$ cat src/hdl/page_buffer_slot_manager_top_macros.svh
// Assertion macros for the page slot manager.
`ifndef PAGE_BUFFER_SLOT_MANAGER_TOP_MACROS_SVH
`define PAGE_BUFFER_SLOT_MANAGER_TOP_MACROS_SVH

`ifndef SYNTHESIS
`define PBSM_ASSERT(lbl, prop) \
  lbl: assert property (@(posedge clk_i) disable iff (!rst_ni) (prop)) \
    else $error("pbsm: check failed");
`define PBSM_ASSERT_NEXT(lbl, ante, cons) \
  lbl: assert property (@(posedge clk_i) disable iff (!rst_ni) (ante) |=> (cons)) \
    else $error("pbsm: sequence check failed");
`else
`define PBSM_ASSERT(lbl, prop)
`define PBSM_ASSERT_NEXT(lbl, ante, cons)
`endif

`endif

$ cat src/hdl/pbsm_pkg.sv
`default_nettype none

package pbsm_pkg;

  localparam int unsigned SLOTS   = 8;
  localparam int unsigned SLOT_W  = (SLOTS > 1) ? $clog2(SLOTS) : 1;
  localparam int unsigned ADDR_W  = 32;
  localparam int unsigned SLOTF_W = 3;

  typedef enum logic [1:0] {
    ACT_GET     = 2'd0,
    ACT_DIRTY   = 2'd1,
    ACT_RELEASE = 2'd2
  } action_e;

  typedef enum logic [2:0] {
    ST_HIT      = 3'd0,
    ST_MISS     = 3'd1,
    ST_FULL     = 3'd2,
    ST_DONE     = 3'd3,
    ST_NOTFOUND = 3'd4
  } status_e;

  typedef logic [SLOT_W-1:0] slot_idx_t;
  typedef logic [ADDR_W-1:0] addr_t;

  // state change for one slot
  typedef struct packed {
    logic      en;
    slot_idx_t idx;
    logic      load;       // take new page address, set valid
    logic      pin_we;
    logic      pin_val;
    logic      dirty_we;
    logic      dirty_val;
  } slot_upd_t;

  typedef struct packed {
    status_e             status;
    logic [SLOTF_W-1:0]  slot;
    logic                fetch;
    logic                writeback;
    addr_t               writeback_addr;
  } result_t;

  // low bits of a slot index for the result field
  function automatic logic [SLOTF_W-1:0] slot_field(slot_idx_t idx);
    logic [31:0] wide;
    wide = 32'(idx);
    return wide[SLOTF_W-1:0];
  endfunction

endpackage

`default_nettype wire

$ cat src/hdl/pbsm_slots.sv
`default_nettype none

module pbsm_slots (
  input  wire logic                clk_i,
  input  wire logic                rst_ni,
  input  wire pbsm_pkg::slot_upd_t upd_i,
  input  wire pbsm_pkg::addr_t     addr_i,
  output logic [pbsm_pkg::SLOTS-1:0] valid_o,
  output logic [pbsm_pkg::SLOTS-1:0] pinned_o,
  output logic [pbsm_pkg::SLOTS-1:0] dirty_o,
  output pbsm_pkg::addr_t          page_addr_o [pbsm_pkg::SLOTS]
);

  logic [pbsm_pkg::SLOTS-1:0] valid_q, pinned_q, dirty_q;
  pbsm_pkg::addr_t            page_addr_q [pbsm_pkg::SLOTS];

  always_ff @(posedge clk_i or negedge rst_ni) begin
    if (!rst_ni) begin
      valid_q  <= '0;
      pinned_q <= '0;
      dirty_q  <= '0;
    end else if (upd_i.en) begin
      if (upd_i.load)     valid_q[upd_i.idx]  <= 1'b1;
      if (upd_i.pin_we)   pinned_q[upd_i.idx] <= upd_i.pin_val;
      if (upd_i.dirty_we) dirty_q[upd_i.idx]  <= upd_i.dirty_val;
    end
  end

  always_ff @(posedge clk_i) begin
    if (upd_i.en && upd_i.load) begin
      page_addr_q[upd_i.idx] <= addr_i;
    end
  end

  assign valid_o     = valid_q;
  assign pinned_o    = pinned_q;
  assign dirty_o     = dirty_q;
  assign page_addr_o = page_addr_q;

endmodule

`default_nettype wire

$ cat src/hdl/pbsm_lookup.sv
`default_nettype none

module pbsm_lookup (
  input  wire logic [1:0]             action_i,
  input  wire pbsm_pkg::addr_t        addr_i,
  input  wire logic                   go_i,
  input  wire logic [pbsm_pkg::SLOTS-1:0] valid_i,
  input  wire logic [pbsm_pkg::SLOTS-1:0] pinned_i,
  input  wire logic [pbsm_pkg::SLOTS-1:0] dirty_i,
  input  wire pbsm_pkg::addr_t        page_addr_i [pbsm_pkg::SLOTS],
  output logic [pbsm_pkg::SLOTS-1:0]  match_o,
  output pbsm_pkg::result_t           res_o,
  output pbsm_pkg::slot_upd_t         upd_o
);

  logic [pbsm_pkg::SLOTS-1:0] match;
  logic                       hit, free_found;
  pbsm_pkg::slot_idx_t        m_idx, f_idx;
  pbsm_pkg::action_e          act;

  always_comb begin
    for (int i = 0; i < int'(pbsm_pkg::SLOTS); i++) begin
      match[i] = valid_i[i] && (page_addr_i[i] == addr_i);
    end
  end

  // lowest index wins
  always_comb begin
    m_idx      = '0;
    f_idx      = '0;
    free_found = 1'b0;
    for (int i = int'(pbsm_pkg::SLOTS) - 1; i >= 0; i--) begin
      if (match[i]) m_idx = pbsm_pkg::SLOT_W'(i);
      if (!pinned_i[i]) begin
        f_idx      = pbsm_pkg::SLOT_W'(i);
        free_found = 1'b1;
      end
    end
  end

  assign hit     = |match;
  assign act     = pbsm_pkg::action_e'(action_i);
  assign match_o = match;

  always_comb begin
    res_o = '{status: pbsm_pkg::ST_NOTFOUND, slot: '0, fetch: 1'b0,
              writeback: 1'b0, writeback_addr: '0};
    upd_o = '0;
    unique case (act)
      pbsm_pkg::ACT_GET: begin
        if (hit) begin
          res_o.status  = pbsm_pkg::ST_HIT;
          res_o.slot    = pbsm_pkg::slot_field(m_idx);
          upd_o.en      = go_i;
          upd_o.idx     = m_idx;
          upd_o.pin_we  = 1'b1;
          upd_o.pin_val = 1'b1;
        end else if (free_found) begin
          res_o.status  = pbsm_pkg::ST_MISS;
          res_o.slot    = pbsm_pkg::slot_field(f_idx);
          res_o.fetch   = 1'b1;
          if (valid_i[f_idx] && dirty_i[f_idx]) begin
            res_o.writeback      = 1'b1;
            res_o.writeback_addr = page_addr_i[f_idx];
          end
          upd_o.en       = go_i;
          upd_o.idx      = f_idx;
          upd_o.load     = 1'b1;
          upd_o.pin_we   = 1'b1;
          upd_o.pin_val  = 1'b1;
          upd_o.dirty_we = 1'b1;
        end else begin
          res_o.status = pbsm_pkg::ST_FULL;
        end
      end
      pbsm_pkg::ACT_DIRTY: begin
        if (hit) begin
          res_o.status    = pbsm_pkg::ST_DONE;
          res_o.slot      = pbsm_pkg::slot_field(m_idx);
          upd_o.en        = go_i;
          upd_o.idx       = m_idx;
          upd_o.dirty_we  = 1'b1;
          upd_o.dirty_val = 1'b1;
        end
      end
      pbsm_pkg::ACT_RELEASE: begin
        if (hit) begin
          res_o.status         = pbsm_pkg::ST_DONE;
          res_o.slot           = pbsm_pkg::slot_field(m_idx);
          res_o.writeback      = 1'b1;
          res_o.writeback_addr = addr_i;
          upd_o.en             = go_i;
          upd_o.idx            = m_idx;
          upd_o.pin_we         = 1'b1;
          upd_o.dirty_we       = 1'b1;
        end
      end
      default: ;
    endcase
  end

endmodule

`default_nettype wire

$ cat src/hdl/page_buffer_slot_manager_top.sv
// channel  dir  beat fields                                        handshake
// in       in   action_i, page_addr_i                              in_valid_i / in_ready_o
// out      out  status_o, slot_o, fetch_o, writeback_o,            out_valid_o / out_ready_i
//               writeback_addr_o
//
// One beat per cycle sustained while the output does not stall; a result reaches the
// outputs through the input register, then the result register.
// Slot state updates on the edge that loads the result register, so the next beat
// sees it. Reset clears valid, pinned and dirty marks at once; no clearing pass.
// An output stall holds the input stage; in_ready_o stays high while it is empty.
`default_nettype none
`include "page_buffer_slot_manager_top_macros.svh"

module page_buffer_slot_manager_top (
  input  wire logic        clk_i,
  input  wire logic        rst_ni,
  input  wire logic        in_valid_i,
  output logic             in_ready_o,
  input  wire logic [1:0]  action_i,
  input  wire logic [31:0] page_addr_i,
  output logic             out_valid_o,
  input  wire logic        out_ready_i,
  output logic [2:0]       status_o,
  output logic [2:0]       slot_o,
  output logic             fetch_o,
  output logic             writeback_o,
  output logic [31:0]      writeback_addr_o
);

  logic              in_vld_q;
  logic [1:0]        act_q;
  pbsm_pkg::addr_t   addr_q;
  logic              out_vld_q;
  pbsm_pkg::result_t res_q, res_d;
  logic              adv;

  logic [pbsm_pkg::SLOTS-1:0] valid, pinned, dirty, match;
  pbsm_pkg::addr_t            page_addr [pbsm_pkg::SLOTS];
  pbsm_pkg::slot_upd_t        upd;

  assign adv        = in_vld_q && (!out_vld_q || out_ready_i);
  assign in_ready_o = !in_vld_q || adv;

  always_ff @(posedge clk_i or negedge rst_ni) begin
    if (!rst_ni) begin
      in_vld_q  <= 1'b0;
      out_vld_q <= 1'b0;
    end else begin
      if (in_ready_o) in_vld_q <= in_valid_i;
      if (adv) begin
        out_vld_q <= 1'b1;
      end else if (out_ready_i) begin
        out_vld_q <= 1'b0;
      end
    end
  end

  always_ff @(posedge clk_i) begin
    if (in_valid_i && in_ready_o) begin
      act_q  <= action_i;
      addr_q <= page_addr_i;
    end
    if (adv) res_q <= res_d;
  end

  pbsm_lookup u_lookup (
    .action_i    (act_q),
    .addr_i      (addr_q),
    .go_i        (adv),
    .valid_i     (valid),
    .pinned_i    (pinned),
    .dirty_i     (dirty),
    .page_addr_i (page_addr),
    .match_o     (match),
    .res_o       (res_d),
    .upd_o       (upd)
  );

  pbsm_slots u_slots (
    .clk_i       (clk_i),
    .rst_ni      (rst_ni),
    .upd_i       (upd),
    .addr_i      (addr_q),
    .valid_o     (valid),
    .pinned_o    (pinned),
    .dirty_o     (dirty),
    .page_addr_o (page_addr)
  );

  assign out_valid_o      = out_vld_q;
  assign status_o         = res_q.status;
  assign slot_o           = res_q.slot;
  assign fetch_o          = res_q.fetch;
  assign writeback_o      = res_q.writeback;
  assign writeback_addr_o = res_q.writeback_addr;

  `PBSM_ASSERT(a_single_match, $onehot0(match))
  `PBSM_ASSERT(a_full_all_pinned,
    !(out_vld_q && res_q.status == pbsm_pkg::ST_FULL) || (&pinned))
  `PBSM_ASSERT(a_miss_fetches,
    !(out_vld_q && res_q.status == pbsm_pkg::ST_MISS) || res_q.fetch)
  `PBSM_ASSERT(a_stall_only_when_full,
    in_ready_o || (in_vld_q && out_vld_q && !out_ready_i))
  `PBSM_ASSERT_NEXT(a_load_pins, upd.en && upd.load, pinned[$past(upd.idx)])

endmodule

`default_nettype wire

$ cat config.mk
export PLATFORM = sky130hd
export DESIGN_NAME = page_buffer_slot_manager_top
export DESIGN_NICKNAME = d
export VERILOG_FILES = /design/src/hdl/pbsm_pkg.sv /design/src/hdl/pbsm_slots.sv /design/src/hdl/pbsm_lookup.sv /design/src/hdl/page_buffer_slot_manager_top.sv
export VERILOG_INCLUDE_DIRS = /design/src /design/src/hdl
export SDC_FILE = /design/constraint.sdc
export NUM_CORES = 1
export LEC_CHECK = 0
export BUFFER_PORTS_ARGS = -buffer_cell sky130_fd_sc_hd__buf_4
export CAP_MARGIN = 20
export CORE_MARGIN = 5
export CORE_UTILIZATION = 29
export DETAILED_ROUTE_END_ITERATION = 7
export HOLD_SLACK_MARGIN = 0.06
export PLACE_DENSITY = 0.45
export SLEW_MARGIN = 20
export SYNTH_ARGS = -nofsm -noshare
export SYNTH_HDL_FRONTEND = slang
export SYNTH_SLANG_ARGS = --single-unit
export TNS_END_PERCENT = 50
$ cat constraint.sdc
create_clock -name clk_i -period 4.57 [get_ports clk_i]
set_input_delay 0 -clock clk_i [delete_from_list [all_inputs] [get_ports clk_i]]
set_output_delay 0 -clock clk_i [all_outputs]
set_load 0.01 [all_outputs]
==> flow_metrics.env <==
export IMPL_grt_setup_unrepaired="false"
export IMPL_cap_violations=0
export IMPL_setup_ws_ns=0.169
export IMPL_synth_seq_area_share_pct=62.7
export IMPL_yosys_top_cells_area="edfxtp_1, mux4_2, xor2_1"
export IMPL_synth_fp_nets=1137
export IMPL_power_internal_mw=6.08
export IMPL_drt_pass1_iter_count=5
export IMPL_wl_mm=56.7
export IMPL_path_class="reg -> reg"
export IMPL_yosys_area_top_type_share_pct=58.8
export IMPL_status="finished clean"
export IMPL_wl_met3_mm=3.17
export IMPL_h_tree_depth=2
export IMPL_dieWidth_um=251
export IMPL_path_buf_inv=2
export IMPL_cp_depth=11
export IMPL_switching_share_pct=25.3
export IMPL_cp_end_kind="register"
export IMPL_yosysWarningCount=0
export IMPL_cts_buffer_depth=3
export IMPL_die_area_um2=63000
export IMPL_regArea_um2=10600
export IMPL_worstMarginPinSlew_ns=0.961
export IMPL_numCtsBuffers=42
export IMPL_grt_ovfl_total=0
export IMPL_fmax_mhz=227
export IMPL_start_util_pct=29.2
export IMPL_hold_violations=0
export IMPL_setup_viol=0
export IMPL_grt_use_total_pct=17.6
export IMPL_cts_tree="built"
export IMPL_drt_iter0_drc=901
export IMPL_hold_path_class="in -> reg"
export IMPL_area_growth_pct=22.1
export IMPL_clkLatencyLatePin_ns=0.57
export IMPL_grt_max_degree=52
export IMPL_fin_crit_ns=4.40
export IMPL_netlist_area_um2=16800
export IMPL_core_area_um2=57600
export IMPL_crit_arrival_ns=4.66
export IMPL_crit_family="simple AND/OR/NAND/NOR gates"
export IMPL_slew_violations=0
export IMPL_fillers=5483
export IMPL_post_synth_top_area_cell="edfxtp_1"
export IMPL_die_h_um=251
export IMPL_cts_root_buffer="clkbuf_16"
export IMPL_pre_cts_ws_ns=0.290
export IMPL_fin_skew_ns=0.0209
export IMPL_p_seq_share_pct=46.3
export IMPL_synth_distinct_cells=54
export IMPL_num_nets_final=1311
export IMPL_ir_worst_vdd_uv=231
export IMPL_power_density_nw_per_um2=396
export IMPL_fin_hold_ws_ns=0.140
export IMPL_multi_input_area_um2=5840
export IMPL_gp_congestion=0.952
export IMPL_hold_depth=2
export IMPL_post_cts_buffers=0
export IMPL_power_frac_comb_pct=13.5
export IMPL_crit_path_cell_trace="xor2_1 > nor4_1 > nand4_1 > or4_4 > and4_4 > a32o_2 > nor3_4 > nand2_1 > buf_4 > nor2_4 > buf_12"
export IMPL_vias_per_cell=4.93
export IMPL_routed_wl_met2_mm=26.8
export IMPL_drc=0
export IMPL_pin_count=80
export IMPL_ant_nets=0
export IMPL_wl_met1_mm=25.0
export IMPL_clkPwrFrac_pct=40.3
export IMPL_yosys_most_used_dff="edfxtp_1"
export IMPL_grt_pass1_wl_mm=80.0
export IMPL_syn_avg_cell_area_um2=15.4
export IMPL_clk_pin_slew_ns=0.06
export IMPL_cts_sinks=356
export IMPL_vias=10200
export IMPL_max_slew_margin_pct=35.3
export IMPL_ys_seq_elements=356
export IMPL_crit_path_max_fanout=15
export IMPL_reg2reg_depth=11
export IMPL_switchingPower_mw=2.06
export IMPL_io_buffers=79
export IMPL_synthCells=1095
export IMPL_rows=88
export IMPL_routed_top_layer="met4"
export IMPL_min_period_over_period_pct=96.3
export IMPL_leakage_nw=7.27
export IMPL_antenna_cells=0
export IMPL_worst_ep_required_time_ns=4.83
export IMPL_wl_per_cell_um=27.5
export IMPL_dp_hpwl_mm=39.8
export IMPL_critPathSlowestCell="nor4_1"
export IMPL_grt_antenna_before_repair=0
export IMPL_layout_drive_gt1_share_pct=22.7
export IMPL_synth_edf_count=330
export IMPL_dp_cells=1950
export IMPL_critPathMaxStageDelay_ns=0.69
export IMPL_ys_async_sr_fraction_pct=7.30
export IMPL_grt_pass1_vias=10500
export IMPL_stdcell_count=2067
export IMPL_cp_start_kind="register"
==> timing repair <==
action                                 CTS  global route
endpoints found under the hold margin   62             0
resized for setup                        0             0
hold buffers                            40             0
==> sequential cells by signal, summed over array words and instances, names as in the netlist, 3 cells and up <==
| register | flops |
|---|---|
| u_slots.dirty_o | 8 |
| u_slots.valid_o | 8 |
| writeback_addr_o | 32 |
| addr_q | 32 |
| u_slots.page_addr_o | 256 |
| slot_o | 3 |
| u_slots.pinned_o | 8 |
| status_o | 3 |
==> metal layers <==
metal,vias to the layer above,GRT usage [%]
li1,4535,-
met4,0,5.68
met3,71,3.23
met2,309,28.4
met1,5283,24.3
met5,-,0
==> cell families after synthesis <==
family | count (synthesis) | share of synthesized area, %
flip-flops | 356 | 62.7
XOR/XNOR | 251 | 13.1
AND/OR/NAND/NOR | 183 | 6.17
buffers and inverters | 110 | 3.16
multiplexers | 105 | 11.1
AO/OA/AOI/OAI | 86 | 3.51
adder cells (fa/ha/maj) | 4 | 0.297
==> synth_stat cells (all sizes together), types with 2 or more instances <==
master   number
xnor2       104
nand3        13
ha            4
edfxtp      330
clkbuf       13
o2111ai       4
and4          2
o31ai         2
nor4         44
xor2        147
mux4         65
a21o          2
or2           4
o21a          3
nand2b        5
and3          4
o211ai        4
nor2         25
a221o         2
nand4        37
nand2        20
nand3b        3
o21ai        12
o21bai       10
inv          50
nand4b        2
or3           2
mux2i        40
o2bb2ai       4
nor2b         2
nor3         13
dfrtp        26
o22ai        34
a21oi         3
buf          47
or4           4
==> layout make-up <==
type | count | share of cell area (%)
tap | 765 | 4.65
timing repair buffer | 190 | 8.31
clock buffer | 52 | 5.39
inverter | 50 | 0.912
sequential | 356 | 51.3
clock inverter | 25 | 1.00
multi-input combinational | 629 | 28.4
==> layout by cell type (no fill, tap or decap), types with 5 or more instances in the layout <==
cell type / n
buf_12: 15
edfxtp_1: 330
clkinv_1: 12
clkbuf_16: 43
xor2_1: 146
o22ai_1: 34
inv_1: 49
nor2_1: 17
nor2_4: 8
nor3_1: 12
clkinv_2: 7
nand3_1: 13
buf_4: 135
o21bai_1: 9
dfrtp_1: 26
nand2b_1: 5
dlygate4sd3_1: 39
nand4_1: 37
xnor2_1: 104
mux4_2: 65
nor4_1: 44
o21ai_0: 8
clkbuf_1: 9
nand2_1: 20
mux2i_1: 40
==> stage by stage <==
step / setup TNS, ns / total power [mW] / instance area [um2] / utilization, %
final: 0 / 8.14 / 20600 / 35.7
after global routing: 0 / 8.45 / 20600 / 35.7
after CTS: 0 / 8.26 / 20600 / 35.7
after detailed placement: 0 / 4.92 / 18800 / 32.7
after global placement: -23.32 / 4.93 / 18800 / 32.7
after floorplan: 0 / 4.50 / 16800 / -
==> power groups by stage <==
stage | sequential, mW | clock (mW) | combinational (mW)
final | 3.77 | 3.28 | 1.10
after global routing | 3.78 | 3.49 | 1.18
after CTS | 3.77 | 3.37 | 1.12
after detailed placement | 3.84 | 0 | 1.09
after global placement | 3.84 | 0 | 1.09
after floorplan | 3.79 | 0 | 0.709
==> path summary, 6_finish.rpt <==
kind / startpoint / to / slack (ns)
max in group asynchronous: rst_ni / u_slots.pinned_o[2]$_DFFE_PN0P_ / 3.93
worst min-delay path: page_addr_i[27] / addr_q[27]$_DFFE_PP_ / 0.14
worst max register to register: addr_q[20]$_DFFE_PP_ / u_slots.page_addr_o[165]$_DFFE_PP_ / 0.17
worst min register to register: in_vld_q$_DFFE_PN0N_ / out_valid_o$_DFFE_PN0P_ / 0.50
worst max-delay path: addr_q[20]$_DFFE_PP_ / u_slots.page_addr_o[165]$_DFFE_PP_ / 0.17
min in group asynchronous: rst_ni / in_vld_q$_DFFE_PN0N_ / 0.48
Power figures use the tool's default switching activity.
